## config.mk

```make
export PLATFORM = sky130hd
export DESIGN_NAME = fwts_front
export DESIGN_NICKNAME = d
export VERILOG_FILES = /design/src/hdl/fwts_pkg.sv /design/src/hdl/fwts_front.sv
export SDC_FILE = /design/constraint.sdc
export NUM_CORES = 1
export LEC_CHECK = 0
export BUFFER_PORTS_ARGS = -buffer_cell sky130_fd_sc_hd__buf_2
export CAP_MARGIN = 20
export CORE_MARGIN = 2
export CORE_UTILIZATION = 48
export CTS_BUF_LIST = sky130_fd_sc_hd__clkbuf_4 sky130_fd_sc_hd__clkbuf_8
export DETAILED_ROUTE_END_ITERATION = 16
export HOLD_SLACK_MARGIN = 0.08
export PLACE_DENSITY_LB_ADDON = 0.12
export SYNTH_ARGS = -nofsm -noshare
export SYNTH_HDL_FRONTEND = slang
export SYNTH_SLANG_ARGS = --single-unit
```

## constraint.sdc

```tcl
create_clock -name clk -period 3.7 [get_ports clk]
set_input_delay 0.74 -clock clk [delete_from_list [all_inputs] [get_ports clk]]
set_output_delay 0.74 -clock clk [all_outputs]
set_load 0.01 [all_outputs]
```

## src/hdl/fwts_pkg.sv

```systemverilog
// Shared constants, types and clamp helpers for the fixed-weight ternary sampler.
package fwts_pkg;

  // Sizing
  localparam int MAX_COLS = 2048;
  localparam int MAX_ROWS = 16;

  // Field and register widths
  localparam int LOC_W    = 11;   // location / column_index
  localparam int ROWO_W   = 4;    // row_index on the output
  localparam int COEF_W   = 2;
  localparam int COLS_W   = 12;   // columns register
  localparam int PAIRS_W  = 11;   // pairs_per_row register
  localparam int ROWS_W   = 5;    // rows register
  localparam int CFG_W    = 12;   // config write data
  localparam int CIDX_W   = 2;    // config register index

  // Derived widths
  localparam int ADDR_W   = $clog2(MAX_COLS);
  localparam int ECOL_W   = $clog2(MAX_COLS + 1);
  localparam int EROW_W   = $clog2(MAX_ROWS + 1);
  localparam int ROW_W    = (MAX_ROWS > 1) ? $clog2(MAX_ROWS) : 1;
  localparam int TGT_W    = PAIRS_W + 1;

  // Occupancy map tags: an entry is taken when its tag equals the live epoch
  localparam int EPOCH_W  = 8;
  localparam logic [EPOCH_W-1:0] EPOCH_MAX   = '1;
  localparam logic [EPOCH_W-1:0] EPOCH_FIRST = EPOCH_W'(1);
  localparam logic [EPOCH_W-1:0] EPOCH_VOID  = '0;

  // Queue and output buffer depths
  localparam int QDEPTH   = 2;
  localparam int QPTR_W   = 1;
  localparam int ODEPTH   = 4;
  localparam int OPTR_W   = 2;

  // Stream word layout
  localparam int IN_TDATA_W  = 16;
  localparam int OUT_TDATA_W = 24;

  // Register reset values
  localparam logic [COLS_W-1:0]  COLUMNS_RST = COLS_W'(600);
  localparam logic [PAIRS_W-1:0] PAIRS_RST   = PAIRS_W'(150);
  localparam logic [ROWS_W-1:0]  ROWS_RST    = ROWS_W'(8);

  // Coefficient codes
  localparam logic signed [COEF_W-1:0] COEF_PLUS  = 2'sb01;
  localparam logic signed [COEF_W-1:0] COEF_MINUS = 2'sb11;

  // Register indexes
  typedef enum logic [CIDX_W-1:0] {
    REG_COLUMNS = 2'd0,
    REG_PAIRS   = 2'd1,
    REG_ROWS    = 2'd2
  } reg_idx_t;

  // Effective settings handed from the config block
  typedef struct packed {
    logic [ECOL_W-1:0] eff_cols;
    logic [TGT_W-1:0]  target;     // placements per row
    logic [EROW_W-1:0] eff_rows;
  } cfg_t;

  // One result word
  typedef struct packed {
    logic [ROWO_W-1:0]        row_index;
    logic [LOC_W-1:0]         column_index;
    logic signed [COEF_W-1:0] coefficient;
    logic                     last_of_matrix;
  } res_t;

  function automatic logic [ECOL_W-1:0] eff_cols_f(input logic [COLS_W-1:0] c);
    logic [ECOL_W-1:0] r;
    if (c < COLS_W'(2)) r = ECOL_W'(2);
    else if (32'(c) > MAX_COLS) r = ECOL_W'(MAX_COLS);
    else r = ECOL_W'(c);
    return r;
  endfunction

  function automatic logic [PAIRS_W-1:0] clamp_pairs_f(input logic [PAIRS_W-1:0] p,
                                                       input logic [ECOL_W-1:0] ec);
    logic [ECOL_W-1:0]  lim;
    logic [PAIRS_W-1:0] r;
    lim = ec >> 1;
    if (p == '0) r = PAIRS_W'(1);
    else if (32'(p) > 32'(lim)) r = PAIRS_W'(lim);
    else r = p;
    return r;
  endfunction

  function automatic logic [EROW_W-1:0] eff_rows_f(input logic [ROWS_W-1:0] r);
    logic [EROW_W-1:0] e;
    if (r == '0) e = EROW_W'(1);
    else if (32'(r) > MAX_ROWS) e = EROW_W'(MAX_ROWS);
    else e = EROW_W'(r);
    return e;
  endfunction

endpackage

```

## src/hdl/fwts_front.sv

```systemverilog
// Front end: accepts candidate words, drops out-of-range ones, queues the rest.
module fwts_front (
  input  logic                          clk,
  input  logic                          rst,
  input  fwts_pkg::cfg_t                cfg,
  input  logic                          in_valid,
  output logic                          in_ready,
  input  logic [fwts_pkg::LOC_W-1:0]    in_loc,
  output logic                          q_valid,
  output logic [fwts_pkg::ADDR_W-1:0]   q_loc,
  input  logic                          q_pop
);

  logic [fwts_pkg::ADDR_W-1:0] slot [fwts_pkg::QDEPTH];
  logic [fwts_pkg::QPTR_W-1:0] wr_ptr;
  logic [fwts_pkg::QPTR_W-1:0] rd_ptr;
  logic [fwts_pkg::QPTR_W:0]   count;
  logic                        in_range;
  logic                        push;
  logic                        pop;

  assign in_ready = (32'(count) < fwts_pkg::QDEPTH);

  // Classify: only in-range columns go on to the map
  assign in_range = (32'(in_loc) < 32'(cfg.eff_cols));
  assign push     = in_valid && in_ready && in_range;
  assign pop      = q_pop && q_valid;

  assign q_valid = (count != '0);
  assign q_loc   = slot[rd_ptr];

  // Queue pointers
  always_ff @(posedge clk) begin
    if (rst) begin
      wr_ptr <= '0;
      rd_ptr <= '0;
      count  <= '0;
    end else begin
      if (push) begin
        wr_ptr <= wr_ptr + 1'b1;
      end
      if (pop) begin
        rd_ptr <= rd_ptr + 1'b1;
      end
      count <= count + (fwts_pkg::QPTR_W+1)'(push) - (fwts_pkg::QPTR_W+1)'(pop);
    end
  end

  // Queue payload
  always_ff @(posedge clk) begin
    if (push) begin
      slot[wr_ptr] <= fwts_pkg::ADDR_W'(in_loc);
    end
  end

endmodule

```

==> impl_metrics.tcl <==
set metrics [dict create \
    status "finished clean" \
    hpwlAfterDp_mm 1.716 \
    worstSetupStartpointType "input pin" \
    r2r-end "count[1]$_SDFF_PP0_" \
    core_area_mm2 0.002522 \
    async_reset_ff_share_pct 0 \
    io_buffers 39 \
    dr.pass1.iters 4 \
    rsz0062_at_grt "false" \
    skew_ns 0.005542 \
    routedWlPerCell_um 13.11 \
    cts.clk_slew.worst_paths_ns 0.14 \
    reg2reg_depth 9 \
    path_common_cell "ha_1" \
    hold_end "wr_ptr$_SDFFE_PP0N_" \
    num_rows 18 \
    clkLatencyLatePin_ns 0.31 \
    drt_wl_total_mm 2.176 \
    grt_usage_pct 15.11 \
    path_max_fanout 3 \
    crit_buf_inv 3 \
    fin_crit_sh_pct 71.71 \
    cts_buffer_depth 2 \
    slew_headroom_pct 64.86 \
    dp_cells 162 \
    grt-ovfl-total 0 \
    grt_pass1_vias 874 \
    max_freq_mhz 376.9 \
    setup_violations 0 \
    antenna_left 0 \
    cts_tree "yes" \
    fp.dieH_um 56.12 \
    gp_congestion 0.6996 \
    via_per_inst 5.024 \
    ctsResizeCount 0 \
    vias 834 \
    synth.net_count 149 \
    finalNonFillerCells 166 \
    critPathSlowestCell "or3_1" \
    worstHoldStart "wr_ptr$_SDFFE_PP0N_" \
    critPathArrivalTime_ns 2.88 \
    synth_top_area_cell "edfxtp_1" \
    layout-drive-gt1-share_pct 44.12 \
    grt_pass1_wl_mm 3.767 \
    synthFlopType "edfxtp_1" \
    drv_cap 0 \
    postCtsSetupRepairBufs 0 \
    ys_ff_latch 27 \
    area_delta_synth_final_pct 20.44 \
    ir_drop_mv 0.3235 \
    path_delay_family "adder cells" \
    period_needed_ns 2.653 \
    crit_start "cfg[26]" \
    synth_area_mm2 0.001304 \
    tns_ns 0 \
    yosysWarnings 0 \
    syn_inst 93 \
    boundaryPins 57 \
    hold_path_class "flip-flop to flip-flop" \
    power_leakage_nw 0.7049 \
    grt_max_degree 15 \
    synth_cell_types 25 \
    diodes 0 \
    synth_edf_count 22 \
    htreeDepth 1 \
    timing.rr.start "count[1]$_SDFF_PP0_" \
    whs_path_depth 2 \
    crit_required_ns 3.93 \
    hold_buffers 0 \
    root_buffer "clkbuf_4" \
    synth_area_leaders "edfxtp_1 (51%), ha_1 (12%), mux2_2 (9.5%)" \
    nets 193 \
    power.density_mw_per_mm2 501.3 \
    drc_errors 0 \
    crit_path_end_kind "flip-flop" \
    ys_seq_area_share_pct 58.35 \
    synth_area_per_cell_um2 14.02 \
    cpPeakStageDelay_ns 0.37 \
    cts_buffers 3 \
    synthMostInstantiatedCell "edfxtp_1" \
    drv_slew 0 \
    antenna_found_initial 0 \
    critPathKind "input pin to flip-flop" \
    die_x_um 56.12 \
    initial_utilization_pct 51.69 \
    drtIter0Drc 17 \
    crit_chain "buf_2, inv_1, ha_1, and4b_1, nand3_1, o2111ai_1, or3_1, ha_1, inv_1, ha_1, xnor2_1, xnor2_1, nor2_1" \
    die-area_mm2 0.003149 \
    nFillCells 211 \
    utilization_pct 62.25 \
    synth_common_cells "edfxtp_1 (22), inv_1 (14), ha_1 (12)" \
    synth_top_area_share_pct 50.67 \
    worstMarginPinSlew_ns 0.5264 \
    finalHoldViolCount 0 \
    clock_sinks 27 \
    r2r_setup_slack_ns 1.79 \
]
[layer usage]
metal	wire (um)	vias up	share of wire [%]	global-route usage, %
li1	-	421	-	-
met1	1002	389	46	19.61
met2	1057	22	49	26.22
met3	96	2	4.4	1.628
met4	19	0	0.87	5.102
met5	0	-	0	0
[flip-flops by register name (all words and copies together), names as in the netlist, named ones only]
name / flops
slot: 22
count: 2
rd_ptr: 1
wr_ptr: 1
[metrics by stage]
step,instance area (um^2),power [mW],worst slack [ns],hold WS [ns]
CTS,1570,0.7999,1.032,0.5095
global placement,1540,0.6579,0.7483,0.4671
floorplan,1304,0.5751,0.9293,0.4553
global route,1570,0.8396,0.8828,0.5376
finish,1570,0.7872,1.047,0.5107
detailed placement,1540,0.6686,0.6770,0.4898
[layout make-up]
class / instances / area (um^2) / area share, %
tap: 30 / 37.54 / 2.390
inverter: 14 / 52.55 / 3.347
timing repair buffer: 40 / 202.7 / 12.91
sequential: 27 / 760.7 / 48.45
clock buffer: 4 / 30.03 / 1.912
multi-input combinational: 51 / 486.7 / 31.00
[cells in the final DEF (no fill, tap or decap)]
master / n
a2111oi_4: 1
a21o_1: 2
a21oi_1: 3
and2_1: 1
and4b_1: 1
buf_2: 39
buf_4: 1
clkbuf_4: 4
dfxtp_1: 5
edfxtp_1: 22
ha_1: 12
inv_1: 14
mux2_2: 11
nand2_1: 1
nand2b_4: 1
nand3_1: 1
nor2_1: 5
nor2b_1: 1
nor3_2: 1
o2111ai_1: 1
o211ai_1: 1
o21a_1: 1
o31ai_1: 1
or2_2: 1
or3_1: 1
or4_4: 1
xnor2_1: 3
[report_power, final]
| group | total, mW | switching, mW | internal, mW |
|---|---|---|---|
| combinational | 0.246 | 0.114 | 0.132 |
| clock | 0.131 | 0.0812 | 0.0494 |
| sequential | 0.410 | 0.0309 | 0.379 |
| total | 0.787 | 0.226 | 0.561 |
[tightest hold or removal path: cells and delay by family (launching register included)]
kind	cells	cell delay, ns
AOI/OAI and AO/OA	2	0.13
DFF	1	0.35
[kinds of logic after synthesis]
kind of cell	Yosys count	synth area share, %
adders and majority gates	12	11.52
xor gates and xnor gates	3	2.016
AOI/OAI and AO/OA	10	6.814
buffers and inverters	15	4.318
muxes	11	9.501
DFF	27	58.35
and+or+nand+nor	15	7.486
[worst max-delay path by stage]
stage	end	slack, ns	cells after the start
CTS	count[1]$_SDFF_PP0_	1.03	13
floorplan	count[1]$_SDFF_PP0_	0.93	12
global placement	count[1]$_SDFF_PP0_	0.75	13
global route	count[1]$_SDFF_PP0_	0.88	13
detailed placement	count[1]$_SDFF_PP0_	0.68	13
finish	count[1]$_SDFF_PP0_	1.05	13
(Power assumes the default switching activity.)
