## src/hdl/fwts_pkg.sv

```systemverilog
// Shared constants, types and clamp helpers for the fixed-weight ternary sampler.
package fwts_pkg;

  // Sizing
  localparam int MAX_COLS = 2048;
  localparam int MAX_ROWS = 16;

  // Field and register widths
  localparam int LOC_W    = 11;   // location / column_index
  localparam int ROWO_W   = 4;    // row_index on the output
  localparam int COEF_W   = 2;
  localparam int COLS_W   = 12;   // columns register
  localparam int PAIRS_W  = 11;   // pairs_per_row register
  localparam int ROWS_W   = 5;    // rows register
  localparam int CFG_W    = 12;   // config write data
  localparam int CIDX_W   = 2;    // config register index

  // Derived widths
  localparam int ADDR_W   = $clog2(MAX_COLS);
  localparam int ECOL_W   = $clog2(MAX_COLS + 1);
  localparam int EROW_W   = $clog2(MAX_ROWS + 1);
  localparam int ROW_W    = (MAX_ROWS > 1) ? $clog2(MAX_ROWS) : 1;
  localparam int TGT_W    = PAIRS_W + 1;

  // Occupancy map tags: an entry is taken when its tag equals the live epoch
  localparam int EPOCH_W  = 8;
  localparam logic [EPOCH_W-1:0] EPOCH_MAX   = '1;
  localparam logic [EPOCH_W-1:0] EPOCH_FIRST = EPOCH_W'(1);
  localparam logic [EPOCH_W-1:0] EPOCH_VOID  = '0;

  // Queue and output buffer depths
  localparam int QDEPTH   = 2;
  localparam int QPTR_W   = 1;
  localparam int ODEPTH   = 4;
  localparam int OPTR_W   = 2;

  // Stream word layout
  localparam int IN_TDATA_W  = 16;
  localparam int OUT_TDATA_W = 24;

  // Register reset values
  localparam logic [COLS_W-1:0]  COLUMNS_RST = COLS_W'(600);
  localparam logic [PAIRS_W-1:0] PAIRS_RST   = PAIRS_W'(150);
  localparam logic [ROWS_W-1:0]  ROWS_RST    = ROWS_W'(8);

  // Coefficient codes
  localparam logic signed [COEF_W-1:0] COEF_PLUS  = 2'sb01;
  localparam logic signed [COEF_W-1:0] COEF_MINUS = 2'sb11;

  // Register indexes
  typedef enum logic [CIDX_W-1:0] {
    REG_COLUMNS = 2'd0,
    REG_PAIRS   = 2'd1,
    REG_ROWS    = 2'd2
  } reg_idx_t;

  // Effective settings handed from the config block
  typedef struct packed {
    logic [ECOL_W-1:0] eff_cols;
    logic [TGT_W-1:0]  target;     // placements per row
    logic [EROW_W-1:0] eff_rows;
  } cfg_t;

  // One result word
  typedef struct packed {
    logic [ROWO_W-1:0]        row_index;
    logic [LOC_W-1:0]         column_index;
    logic signed [COEF_W-1:0] coefficient;
    logic                     last_of_matrix;
  } res_t;

  function automatic logic [ECOL_W-1:0] eff_cols_f(input logic [COLS_W-1:0] c);
    logic [ECOL_W-1:0] r;
    if (c < COLS_W'(2)) r = ECOL_W'(2);
    else if (32'(c) > MAX_COLS) r = ECOL_W'(MAX_COLS);
    else r = ECOL_W'(c);
    return r;
  endfunction

  function automatic logic [PAIRS_W-1:0] clamp_pairs_f(input logic [PAIRS_W-1:0] p,
                                                       input logic [ECOL_W-1:0] ec);
    logic [ECOL_W-1:0]  lim;
    logic [PAIRS_W-1:0] r;
    lim = ec >> 1;
    if (p == '0) r = PAIRS_W'(1);
    else if (32'(p) > 32'(lim)) r = PAIRS_W'(lim);
    else r = p;
    return r;
  endfunction

  function automatic logic [EROW_W-1:0] eff_rows_f(input logic [ROWS_W-1:0] r);
    logic [EROW_W-1:0] e;
    if (r == '0) e = EROW_W'(1);
    else if (32'(r) > MAX_ROWS) e = EROW_W'(MAX_ROWS);
    else e = EROW_W'(r);
    return e;
  endfunction

endpackage

```

## src/hdl/fwts_cfg.sv

```systemverilog
// Configuration registers, clamping and restart pulse.
module fwts_cfg (
  input  logic                          clk,
  input  logic                          rst,
  input  logic                          cfg_valid,
  output logic                          cfg_ready,
  input  logic [fwts_pkg::CIDX_W-1:0]   cfg_index,
  input  logic [fwts_pkg::CFG_W-1:0]    cfg_data,
  output fwts_pkg::cfg_t                cfg,
  output logic                          restart
);

  logic [fwts_pkg::COLS_W-1:0]  columns;
  logic [fwts_pkg::PAIRS_W-1:0] pairs;
  logic [fwts_pkg::ROWS_W-1:0]  rows;

  logic [fwts_pkg::COLS_W-1:0]  cols_sel;
  logic [fwts_pkg::PAIRS_W-1:0] pairs_sel;
  logic [fwts_pkg::PAIRS_W-1:0] pairs_next;
  logic                         wr_ok;

  assign cfg_ready = 1'b1;

  // Known index only; unknown indexes are dropped without restart
  assign wr_ok = cfg_valid &&
                 (cfg_index == fwts_pkg::REG_COLUMNS ||
                  cfg_index == fwts_pkg::REG_PAIRS ||
                  cfg_index == fwts_pkg::REG_ROWS);
  assign restart = wr_ok;

  // Pair count is clamped against the column count in force after the write
  always_comb begin
    cols_sel  = (cfg_index == fwts_pkg::REG_COLUMNS) ? cfg_data[fwts_pkg::COLS_W-1:0]
                                                     : columns;
    pairs_sel = (cfg_index == fwts_pkg::REG_PAIRS) ? cfg_data[fwts_pkg::PAIRS_W-1:0]
                                                   : pairs;
    pairs_next = fwts_pkg::clamp_pairs_f(pairs_sel, fwts_pkg::eff_cols_f(cols_sel));
  end

  always_ff @(posedge clk) begin
    if (rst) begin
      columns <= fwts_pkg::COLUMNS_RST;
      pairs   <= fwts_pkg::PAIRS_RST;
      rows    <= fwts_pkg::ROWS_RST;
    end else if (wr_ok) begin
      columns <= cols_sel;
      pairs   <= pairs_next;
      if (cfg_index == fwts_pkg::REG_ROWS) begin
        rows <= cfg_data[fwts_pkg::ROWS_W-1:0];
      end
    end
  end

  // Effective settings
  assign cfg.eff_cols = fwts_pkg::eff_cols_f(columns);
  assign cfg.target   = {pairs, 1'b0};
  assign cfg.eff_rows = fwts_pkg::eff_rows_f(rows);

endmodule

```

## config.mk

```make
export PLATFORM = sky130hd
export DESIGN_NAME = fwts_cfg
export DESIGN_NICKNAME = d
export VERILOG_FILES = /design/src/hdl/fwts_pkg.sv /design/src/hdl/fwts_cfg.sv
export SDC_FILE = /design/constraint.sdc
export NUM_CORES = 1
export LEC_CHECK = 0
export ABC_AREA = 1
export BUFFER_PORTS_ARGS = -buffer_cell sky130_fd_sc_hd__buf_2
export CORE_ASPECT_RATIO = 0.9
export CORE_MARGIN = 2
export CORE_UTILIZATION = 35
export CTS_CLUSTER_SIZE = 10
export DETAILED_ROUTE_END_ITERATION = 7
export PLACE_DENSITY_LB_ADDON = 0.2
export REMOVE_ABC_BUFFERS = 1
export SLEW_MARGIN = 20
export SYNTH_ARGS = -nofsm -noshare
export SYNTH_HDL_FRONTEND = slang
export SYNTH_SLANG_ARGS = --single-unit
```

## constraint.sdc

```tcl
create_clock -name clk -period 5.46 [get_ports clk]
set_clock_uncertainty 0.2 [all_clocks]
set_input_delay 0.273 -clock clk [delete_from_list [all_inputs] [get_ports clk]]
set_output_delay 0.273 -clock clk [all_outputs]
set_load 0.01 [all_outputs]
```

==> out/results.txt, run 1 <==
vias in the first global route -> 1969
Routed WL -> 5871 µm
cts bufs inserted -> 3
Leak -> 0.001330 µW
layout cell share with drive strength beyond 1 -> 0.1692
Final Hold Vio Count -> 0
XOR/XNOR Fraction of Synth Area -> 0
Crit. End Element -> flop
CP startpoint kind -> input pin
minimum clock period after layout -> 3.352 ns
cts hold-fix bufs -> 0
Ys Warns -> 0
post-route setup slack -> 2.108 ns
crit path DAT -> 3.32 ns
Worst-path clk slew -> 0.11 ns
number of fill cells -> 655
Post-CTS Setup Repair Bufs -> 0
unique cell type count in the Yosys netlist -> 29
Synth Area in Simple Gates -> 0.3005
Peak Freq -> 298.4 MHz
Crit path required time -> 5.43 ns
grt total ovfl -> 0
area growth from synthesis to layout -> 14.08%
diode count -> 0
PD cells -> 264.9 nW/µm²
DRC Markers -> 0
actual slew at the worst max-slew pin -> 0.8333 ns
commonest non-fill, non-tap cell in the layout -> nand2_1
clock tree buffer depth -> 2
initial antenna violation count -> 0
gr usage total -> 0.1788
Max Transition Viols Final -> 0
DR pass1 iterations -> 4
Nets -> 419
wire per inst -> 12.76 µm
Die W -> 86.10 µm
sequential-to-total area share from yosys stat -> 0.2640
kind of critical path -> input pin to flop
Slew headroom -> 0.4419
status -> completed
PostCTS Resize Cnt -> 0
Mapped Area -> 2123 µm²
Yosys reg bits -> 28
Die ar. -> 6706 µm²
most frequent cells in the layout -> nand2_1 (85), inv_1 (65), buf_2 (45), a21oi_1 (38), o21ai_0 (34)
io pins -> 48
cells after synthesis -> 355
ANT nets after route -> 0
RSZ-0062 raised after global routing -> false
compound-cell area share of the yosys netlist -> 0.2051
multiplexer share of the synthesized area -> 0
count of max-cap constraint violations -> 0
Root Buffer -> clkbuf_8
starting density of the core -> 0.3688
Die Ht -> 77.89 µm
post-synthesis adder-cell area fraction -> 0.06482
Worst-Skew Late Latency -> 0.29 ns
# rows -> 26
DP HPWL -> 4490 µm
H-tree depth -> 1
CTS tree -> yes
Place WS -> 1.809 ns
global placement routability congestion -> 0.8994
Core Region -> 5758 µm²
main combinational cell family by area after synthesis -> simple AND/OR/NAND/NOR gates
largest net degree at the start of global routing -> 22
Initial DRC Count -> 120
port bufs -> 45
maximum vdd drop -> 0.1350 mV
via count -> 2223
total negative slack -> 0 ns
routed vias/inst -> 4.833
first-pass GRT wire length -> 9563 µm
part of the cycle the worst path needs -> 0.6139
HP Class -> input pin to flop
CP Max Fanout -> 16
final-report setup violation count -> 0
CTS sink count -> 28
syn avg cell area -> 5.981 µm²
cells in the mapped netlist:
| cell type | count | area (µm²) |
|---|---|---|
| nand2_4 | 2 | 22.52 |
| nand4_1 | 4 | 25.02 |
| or2_2 | 2 | 12.51 |
| nor2_1 | 30 | 112.6 |
| a21oi_1 | 38 | 190.2 |
| buf_4 | 3 | 22.52 |
| nor3_2 | 1 | 10.01 |
| conb_1 | 2 | 7.510 |
| a31oi_1 | 1 | 6.260 |
| inv_1 | 65 | 244.0 |
| clkbuf_1 | 7 | 26.28 |
| dfxtp_1 | 28 | 560.5 |
| a21oi_2 | 1 | 8.760 |
| buf_2 | 2 | 10.01 |
| ha_1 | 11 | 137.6 |
| nand2_2 | 8 | 50.05 |
| nand2_1 | 85 | 319.1 |
| inv_2 | 1 | 3.750 |
| and3_1 | 1 | 6.260 |
| o21ai_0 | 34 | 170.2 |
| clkinv_1 | 1 | 3.750 |
| nand3_1 | 8 | 40.04 |
| nor2_4 | 1 | 11.26 |
| nor3_1 | 2 | 10.01 |
| a21o_1 | 1 | 7.510 |
| buf_6 | 3 | 33.78 |
| o21ai_1 | 9 | 45.04 |
| o211ai_1 | 1 | 7.510 |
| nor4_1 | 3 | 18.77 |
critical path, cell delays in order:
cell and delay (ns):
buf_2 0.15, nor2_4 0.32, nand2_1 0.11, o21ai_0 0.18, nand2_1 0.09, nor2_1 0.12, nand3_1 0.09, nand2_2 0.23
nand2_1 0.09, ha_1 0.30, inv_1 0.04, nor2_1 0.14, nand2_1 0.07, nor2_1 0.08, nand2_1 0.06, nand3_1 0.16
nand2_1 0.21, inv_1 0.33, nand2_1 0.09, nand3_1 0.11, a21oi_1 0.06
flip-flops by register name, indices dropped and copies added (netlist names):
signal and count:
pairs 11, rows 5, columns 12
area by class of cell:
type | count | area (µm²) | share of cell area
multi-input combinational | 245 | 1219 | 0.5031
sequential | 28 | 560.5 | 0.2314
inverter | 67 | 251.5 | 0.1038
timing repair buffer | 46 | 232.7 | 0.09607
tap | 70 | 87.58 | 0.03616
clock buffer | 3 | 41.29 | 0.01705
clock inverter | 1 | 30.03 | 0.01240
per-stage QoR:
stage | hold slack [ns] | util | total power (µW) | cells | area, µm²
after floorplan | 0.1354 | - | 399.6 | 340 | 2031
after global placement | 0.2670 | 0.4083 | 472.3 | 456 | 2351
after detailed placement | 0.2687 | 0.4083 | 472.5 | 456 | 2351
after CTS | 0.04522 | 0.4207 | 649.1 | 460 | 2422
after global routing | 0.05856 | 0.4207 | 694.7 | 460 | 2422
final | 0.05990 | 0.4207 | 641.8 | 460 | 2422
cells by family after synthesis:
logic type | Yosys count
AO/OA/AOI/OAI | 85
adder cells (fa/ha/maj) | 11
buffers and inverters | 82
flip-flops | 28
other | 2
AND/OR/NAND/NOR | 147
final timing paths:
kind	from	endpoint	slack, ns	depth (start not counted)
worst max register to register	columns[6]	pairs[8]	2.12	18
worst max-delay path	cfg_index[0]	pairs[8]	2.11	21
worst min register to register	pairs[8]	pairs[8]	0.28	2
worst min-delay path	cfg_data[3]	rows[3]	0.06	3
layer usage:
metal	GRT usage	part of all wire
met5	0	0
met4	0.03175	0.0090
met3	0.03617	0.055
met2	0.2806	0.43
met1	0.2542	0.51
where the power goes:
group / total [µW] / leakage [µW] / switching (µW) / internal, µW
logic: 232 / 0.00106 / 151 / 81.1
clock network: 172 / 0.0000357 / 73.8 / 98.4
registers: 238 / 0.000231 / 14.8 / 223
Power figures use the tool's default switching activity.
==> run 2: changes to the inputs <==
==> constraint.sdc (replaced) <==
create_clock -name clk -period 2.8 [get_ports clk]
set_clock_uncertainty 0.2 [all_clocks]
set_input_delay 0.14 -clock clk [delete_from_list [all_inputs] [get_ports clk]]
set_output_delay 0.14 -clock clk [all_outputs]
set_load 0.01 [all_outputs]
==> run 2 against run 1 <==
Net effect:
- via count increased by 7.7%
- core utilization increased by 8.1 points
- final cell count increased by 8.9%
- sequential power increased by 93%
- critical path type is now flop to flop
- largest power group is now combinational cells
- critical path depth decreased by 5
==> out/results.txt, run 2 (synthesis gave the netlist of run 1 again) <==
Slew headroom -> 0.4808 (+0.03897)
Pint -> 803.4 µW (+100%)
Seq pwr share -> 0.351 (-0.019)
Switching Share -> 0.3865 (+0.01328)
total negative slack -> 0 ns (unchanged)
Worst-Skew Late Latency -> 0.28 ns (about the same)
commonest non-fill, non-tap cell in the layout -> nand2_1
status -> completed
Leak -> 0.001541 µW (+16%)
Largest register FFs -> 12 (unchanged)
Largest Register -> columns
Die ar. -> 6706 µm² (unchanged)
Root Buffer -> clkbuf_8
RSZ-0062 raised after global routing -> true
Largest regs -> columns (12), pairs (11), rows (5)
Crit path required time -> 2.77 ns (-2.66 ns)
Crit. End Element -> flop
count of max-cap constraint violations -> 0 (unchanged)
DP HPWL -> 4878 µm (+8.7%)
Peak Freq -> 374.3 MHz
wire per inst -> 12.71 µm (-0.44%)
CTS tree -> yes
final total power -> 1310 µW (+100%)
part of the cycle the worst path needs -> 0.9542
layout cell share with drive strength beyond 1 -> 0.3086 (+0.1394)
routed vias/inst -> 4.780 (-1.1%)
ANT nets after route -> 0 (unchanged)
Die Ht -> 77.89 µm (unchanged)
initial antenna violation count -> 0 (unchanged)
maximum vdd drop -> 0.3492 mV (+160%)
Routed WL -> 6366 µm (+8.4%)
Die W -> 86.10 µm (unchanged)
clock tree buffer depth -> 2 (unchanged)
actual slew at the worst max-slew pin -> 0.7751 ns (-0.05818 ns)
minimum clock period after layout -> 2.672 ns
Max Transition Viols Final -> 0 (unchanged)
vias in the first global route -> 2174 (+10%)
io pins -> 48 (unchanged)
crit path DAT -> 2.64 ns (-0.68 ns)
diode count -> 0 (unchanged)
Worst-path clk slew -> 0.10 ns (about the same)
DRC Markers -> 0 (unchanged)
final-report setup violation count -> 0 (unchanged)
Place WS -> -0.03715 ns (-1.846 ns)
CP Max Fanout -> 8 (-8)
hold path depth -> 2 (-1)
largest net degree at the start of global routing -> 22 (unchanged)
Core Region -> 5758 µm² (unchanged)
gr usage total -> 0.1881 (+0.009283)
Nets -> 461 (+10%)
CP startpoint kind -> flop
Psw -> 506.2 µW (+110%)
Logic pwr share -> 0.478 (+0.116)
most frequent cells in the layout -> nand2_1 (76), inv_1 (64), buf_2 (45), buf_4 (35), a21oi_1 (34)
clock share of power -> 0.171 (-0.097)
Final Hold Vio Count -> 0 (unchanged)
H-tree depth -> 1 (unchanged)
grt total ovfl -> 0 (unchanged)
post-route setup slack -> 0.1283 ns (-1.980 ns)
# rows -> 26 (unchanged)
first-pass GRT wire length -> 10190 µm (+6.6%)
via count -> 2395 (+7.7%)
Initial DRC Count -> 108 (-10%)
starting density of the core -> 0.3688 (unchanged)
HP Class -> input pin to flop
CTS sink count -> 28 (unchanged)
area growth from synthesis to layout -> 36.06%
Reg2Reg Depth -> 16 (-2)
DR pass1 iterations -> 4 (unchanged)
kind of critical path -> flop to flop
global placement routability congestion -> 0.9228 (+2.6%)
port bufs -> 45 (unchanged)
Final Util -> 0.5017 (+0.08105)
PD cells -> 453.3 nW/µm² (+71%)
cts bufs inserted -> 3 (unchanged)
[run 2: changes by cell type in the layout (fill, tap and decap cells not counted), moves of 5 or more]
cell,change
ha_1,-5
nand2_2,+7
dfxtp_1,-6
o21ai_0,-5
ha_4,+5
dfxtp_2,+6
nand2_1,-9
buf_4,+34
[run 2: critical path: stages, from the launching register on]
cell	delay [ns]
dfxtp_1	0.35
o21ai_1	0.18
nand2_1	0.07
nor2_1	0.12
nand3_1	0.13
nand2_4	0.16
buf_4	0.14
nand2_1	0.12
ha_4	0.30
nand2_1	0.06
nor2_1	0.09
nand2_1	0.07
nand3_2	0.08
nand2_2	0.07
buf_6	0.14
a21oi_1	0.19
o21ai_1	0.09
[run 2: per-layer routing]
layer,global-route usage,up-vias,wire (µm)
met5,0,-,0
met4,0.02063,0,25
met3,0.03723,2,344
met2,0.3031,57,2827
met1,0.2662,1073,3169
li1,-,1263,-
[run 2: power groups by stage]
stage | Combinational (µW) | Sequential (µW) | Clock (µW)
2_1_floorplan | 303 | 476 | 0
3_3_place_gp | 541 | 467 | 0
3_5_place_dp | 542 | 467 | 0
4_1_cts | 550 | 458 | 232
5_1_grt | 703 | 465 | 247
6_report | 626 | 460 | 224
[run 2: timing repair]
action,in CTS,in global routing
setup buffers,0,3
gates resized for setup,0,40
endpoints found under the hold margin,4,0
hold buffers,4,0
setup endpoints to repair,0,11
[run 2: layout make-up]
cell class                      instances  area (µm²)
Fill cell                             599        2869
Multi-Input combinational cell        245        1350
Tap cell                               70       87.58
Clock buffer                            3       41.29
Sequential cell                        28       568.0
Inverter                               67       251.5
Timing Repair Buffer                   88       590.6
[run 2: through the flow]
| step | instances | area (µm²) | hold WS, ns |
|---|---|---|---|
| detailed placement | 491 | 2639 | 0.2263 |
| global route | 501 | 2889 | 0.04361 |
| global placement | 491 | 2639 | 0.2192 |
| floorplan | 340 | 2031 | 0.002445 |
| finish | 501 | 2889 | 0.05184 |
| CTS | 498 | 2720 | 0.03922 |
[run 2: final timing paths]
kind / start / slack (ns) / to
worst max-delay path: columns[2] / 0.13 / pairs[4]
worst min register to register: pairs[9] / 0.29 / pairs[9]
worst max register to register: columns[2] / 0.13 / pairs[4]
worst min-delay path: rst / 0.05 / pairs[5]
==> run 3: changes to the inputs <==
--- a/config.mk
+++ b/config.mk
@@ -7,9 +7,11 @@
 export LEC_CHECK = 0
 export ABC_AREA = 1
 export BUFFER_PORTS_ARGS = -buffer_cell sky130_fd_sc_hd__buf_2
+export CELL_PAD_IN_SITES_DETAIL_PLACEMENT = 1
+export CELL_PAD_IN_SITES_GLOBAL_PLACEMENT = 1
 export CORE_ASPECT_RATIO = 0.9
 export CORE_MARGIN = 2
-export CORE_UTILIZATION = 35
+export CORE_UTILIZATION = 33
 export CTS_CLUSTER_SIZE = 10
 export DETAILED_ROUTE_END_ITERATION = 7
 export PLACE_DENSITY_LB_ADDON = 0.2
==> run 3 against run 2 <==
Net effect:
- hold slack got worse by 0.013 ns
- sequential power about the same
- critical path depth increased by 2
- largest power group unchanged
- maximum frequency increased by 0.21%
- clock power increased by 17%
- design area decreased by 2.4%
- largest cell class unchanged
- highest routed layer unchanged
- final cell count increased by 3.0%
- sequential share of layout area increased by 0.39 points
==> out/results.txt, run 3 (synthesis gave the netlist of run 1 again) <==
WHS Endpoint -> pairs[5]
Largest Register -> columns
clock tree buffer depth -> 2 (unchanged)
Slew headroom -> 0.4749 (-0.005966)
maximum vdd drop -> 0.2308 mV (-34%)
Crit. End Element -> flop
Pint -> 808.6 µW (+0.64%)
Largest regs -> columns (12), pairs (11), rows (5)
grt met1 use -> 0.2768 (+0.01057)
io pins -> 48 (unchanged)
CTS tree -> yes
# rows -> 27 (+3.8%)
worst-path cell chain -> inv_1 > nand2_1 > nand2_1 > nand2_1 > nor2_2 > nand3_2 > nand2_2 > nand2_1 > ha_1 > nand4_1 > inv_1 > nand4_1 > nand2_2 > inv_2 > buf_6 > nor2_1 > nor2_1 > a21oi_1
largest net degree at the start of global routing -> 22 (unchanged)
Root Buffer -> clkbuf_8
wire per inst -> 14.26 µm (+12%)
Final Util -> 0.4562 (-0.04556)
final-report setup violation count -> 0 (unchanged)
DP Area -> 2645 µm² (+0.24%)
Nets -> 458 (-0.65%)
WP buf/inv -> 4 (+2)
CTS sink count -> 28 (unchanged)
Die ar. -> 7092 µm² (+5.8%)
most frequent cells in the layout -> nand2_1 (83), inv_1 (64), buf_2 (45), a21oi_1 (36), buf_4 (32)
initial antenna violation count -> 0 (unchanged)
Worst-path clk slew -> 0.11 ns (about the same)
RSZ-0062 raised after global routing -> true
area growth from synthesis to layout -> 32.82%
CP peak stage delay -> 0.34 ns (about the same)
routed vias/inst -> 4.764 (-0.35%)
PD cells -> 469.2 nW/µm² (+3.5%)
DP HPWL -> 5637 µm (+16%)
Critical Path Slowest Stage Cell -> dfxtp_1
Die Ht -> 80.10 µm (+2.8%)
Peak Freq -> 375.1 MHz (+0.21%)
commonest non-fill, non-tap cell in the layout -> nand2_1
Final Cell Area -> 2820 µm² (-2.4%)
Switching Share -> 0.3889 (+0.002390)
R2R Path Start -> columns[7]
grt total ovfl -> 0 (unchanged)
Psw -> 514.6 µW (+1.7%)
Reg2Reg Depth -> 18 (+2)
CP Max Fanout -> 6 (-2)
clock share of power -> 0.198 (+0.027)
Crit path top cell by count -> nand2_1
hold slack -> 0.03899 ns (-0.01285 ns)
hold path depth -> 2 (unchanged)
Core Region -> 6182 µm² (+7.4%)
global placement routability congestion -> 0.8556 (-7.3%)
cell family with most CP delay -> simple AND/OR/NAND/NOR gates
Routed WL -> 7358 µm (+16%)
starting density of the core -> 0.3435 (-0.02530)
R2R setup slack -> 0.13 ns (about the same)
number of fill cells -> 888 (+48%)
H-tree depth -> 1 (unchanged)
CP startpoint kind -> flop
grt met2 use -> 0.3586 (+0.05555)
via count -> 2458 (+2.6%)
ANT nets after route -> 0 (unchanged)
status -> completed
actual slew at the worst max-slew pin -> 0.7840 ns (+0.008907 ns)
Global Route met3 Usage -> 0.02775 (-0.009485)
Max Transition Viols Final -> 0 (unchanged)
Worst-Skew Late Latency -> 0.28 ns (about the same)
crit path DAT -> 2.68 ns (+0.04 ns)
first-pass GRT wire length -> 11250 µm (+10%)
diode count -> 0 (unchanged)
kind of critical path -> flop to flop
Die W -> 88.55 µm (+2.8%)
minimum clock period after layout -> 2.666 ns (-0.005677 ns)
cts bufs inserted -> 3 (unchanged)
GR peak layer -> met2
Largest register FFs -> 12 (unchanged)
worst reg2reg endpoint -> pairs[0]
Hold Crit Start -> rst
DRC Markers -> 0 (unchanged)
DR pass1 iterations -> 4 (unchanged)
gr usage total -> 0.2063 (+0.01822)
Seq pwr share -> 0.349 (-0.002)
count of max-cap constraint violations -> 0 (unchanged)
Initial DRC Count -> 77 (-29%)
Logic pwr share -> 0.453 (-0.025)
Leak -> 0.001521 µW (-1.3%)
port bufs -> 45 (unchanged)
layout cell share with drive strength beyond 1 -> 0.2774 (-0.03120)
part of the cycle the worst path needs -> 0.9521 (-0.002028)
vias in the first global route -> 2319 (+6.7%)
Crit path required time -> 2.81 ns (+0.04 ns)
HP Class -> input pin to flop
Final Hold Vio Count -> 0 (unchanged)
## run 3: power by group through the flow
stage          registers [µW]  logic, µW  clock network (µW)
6_report                  461        600                 262
5_1_grt                   466        672                 284
4_1_cts                   460        563                 274
3_5_place_dp              469        554                   0
3_3_place_gp              468        544                   0
2_1_floorplan             476        303                   0
## run 3: repair_timing
| action | 4_1_cts | 5_1_grt |
|---|---|---|
| hold buffers | 4 | 0 |
| endpoints found under the hold margin | 4 | 0 |
| setup buffers | 0 | 1 |
| setup endpoints to repair | 0 | 11 |
| resized for setup | 0 | 24 |
## run 3: area by class of cell
type | instances | area [µm²] | area share
Multi-Input combinational cell | 246 | 1282 | 0.4547
Inverter | 67 | 251.5 | 0.08917
Tap cell | 87 | 108.9 | 0.03860
Timing Repair Buffer | 84 | 556.8 | 0.1974
Sequential cell | 28 | 565.5 | 0.2005
Clock buffer | 4 | 55.05 | 0.01952
## run 3: worst max path at each step
stage | startpoint | endpoint | slack (ns) | cells past startpoint
detailed placement | cfg_index[1] | pairs[4] | -0.09 | 21
finish | columns[7] | pairs[0] | 0.13 | 18
CTS | columns[6] | pairs[4] | 0.06 | 17
global route | columns[0] | pairs[0] | -0.05 | 18
global placement | cfg_index[1] | pairs[4] | -0.02 | 21
floorplan | columns[11] | pairs[0] | 0.07 | 19
## run 3: stage by stage
stage	TNS, ns	instances	setup slack, ns	total power (µW)
3_3_place_gp	-0.02126	506	-0.02126	1011
4_1_cts	0	514	0.05679	1297
6_report	0	516	0.1340	1323
5_1_grt	-0.2520	516	-0.05228	1422
2_1_floorplan	0	340	0.07206	779.2
3_5_place_dp	-0.4636	506	-0.08601	1023
## run 3: routing by layer
layer,wire [µm],share of wire
met5,0,0
met4,65,0.0088
met2,3483,0.47
met3,214,0.029
met1,3593,0.49
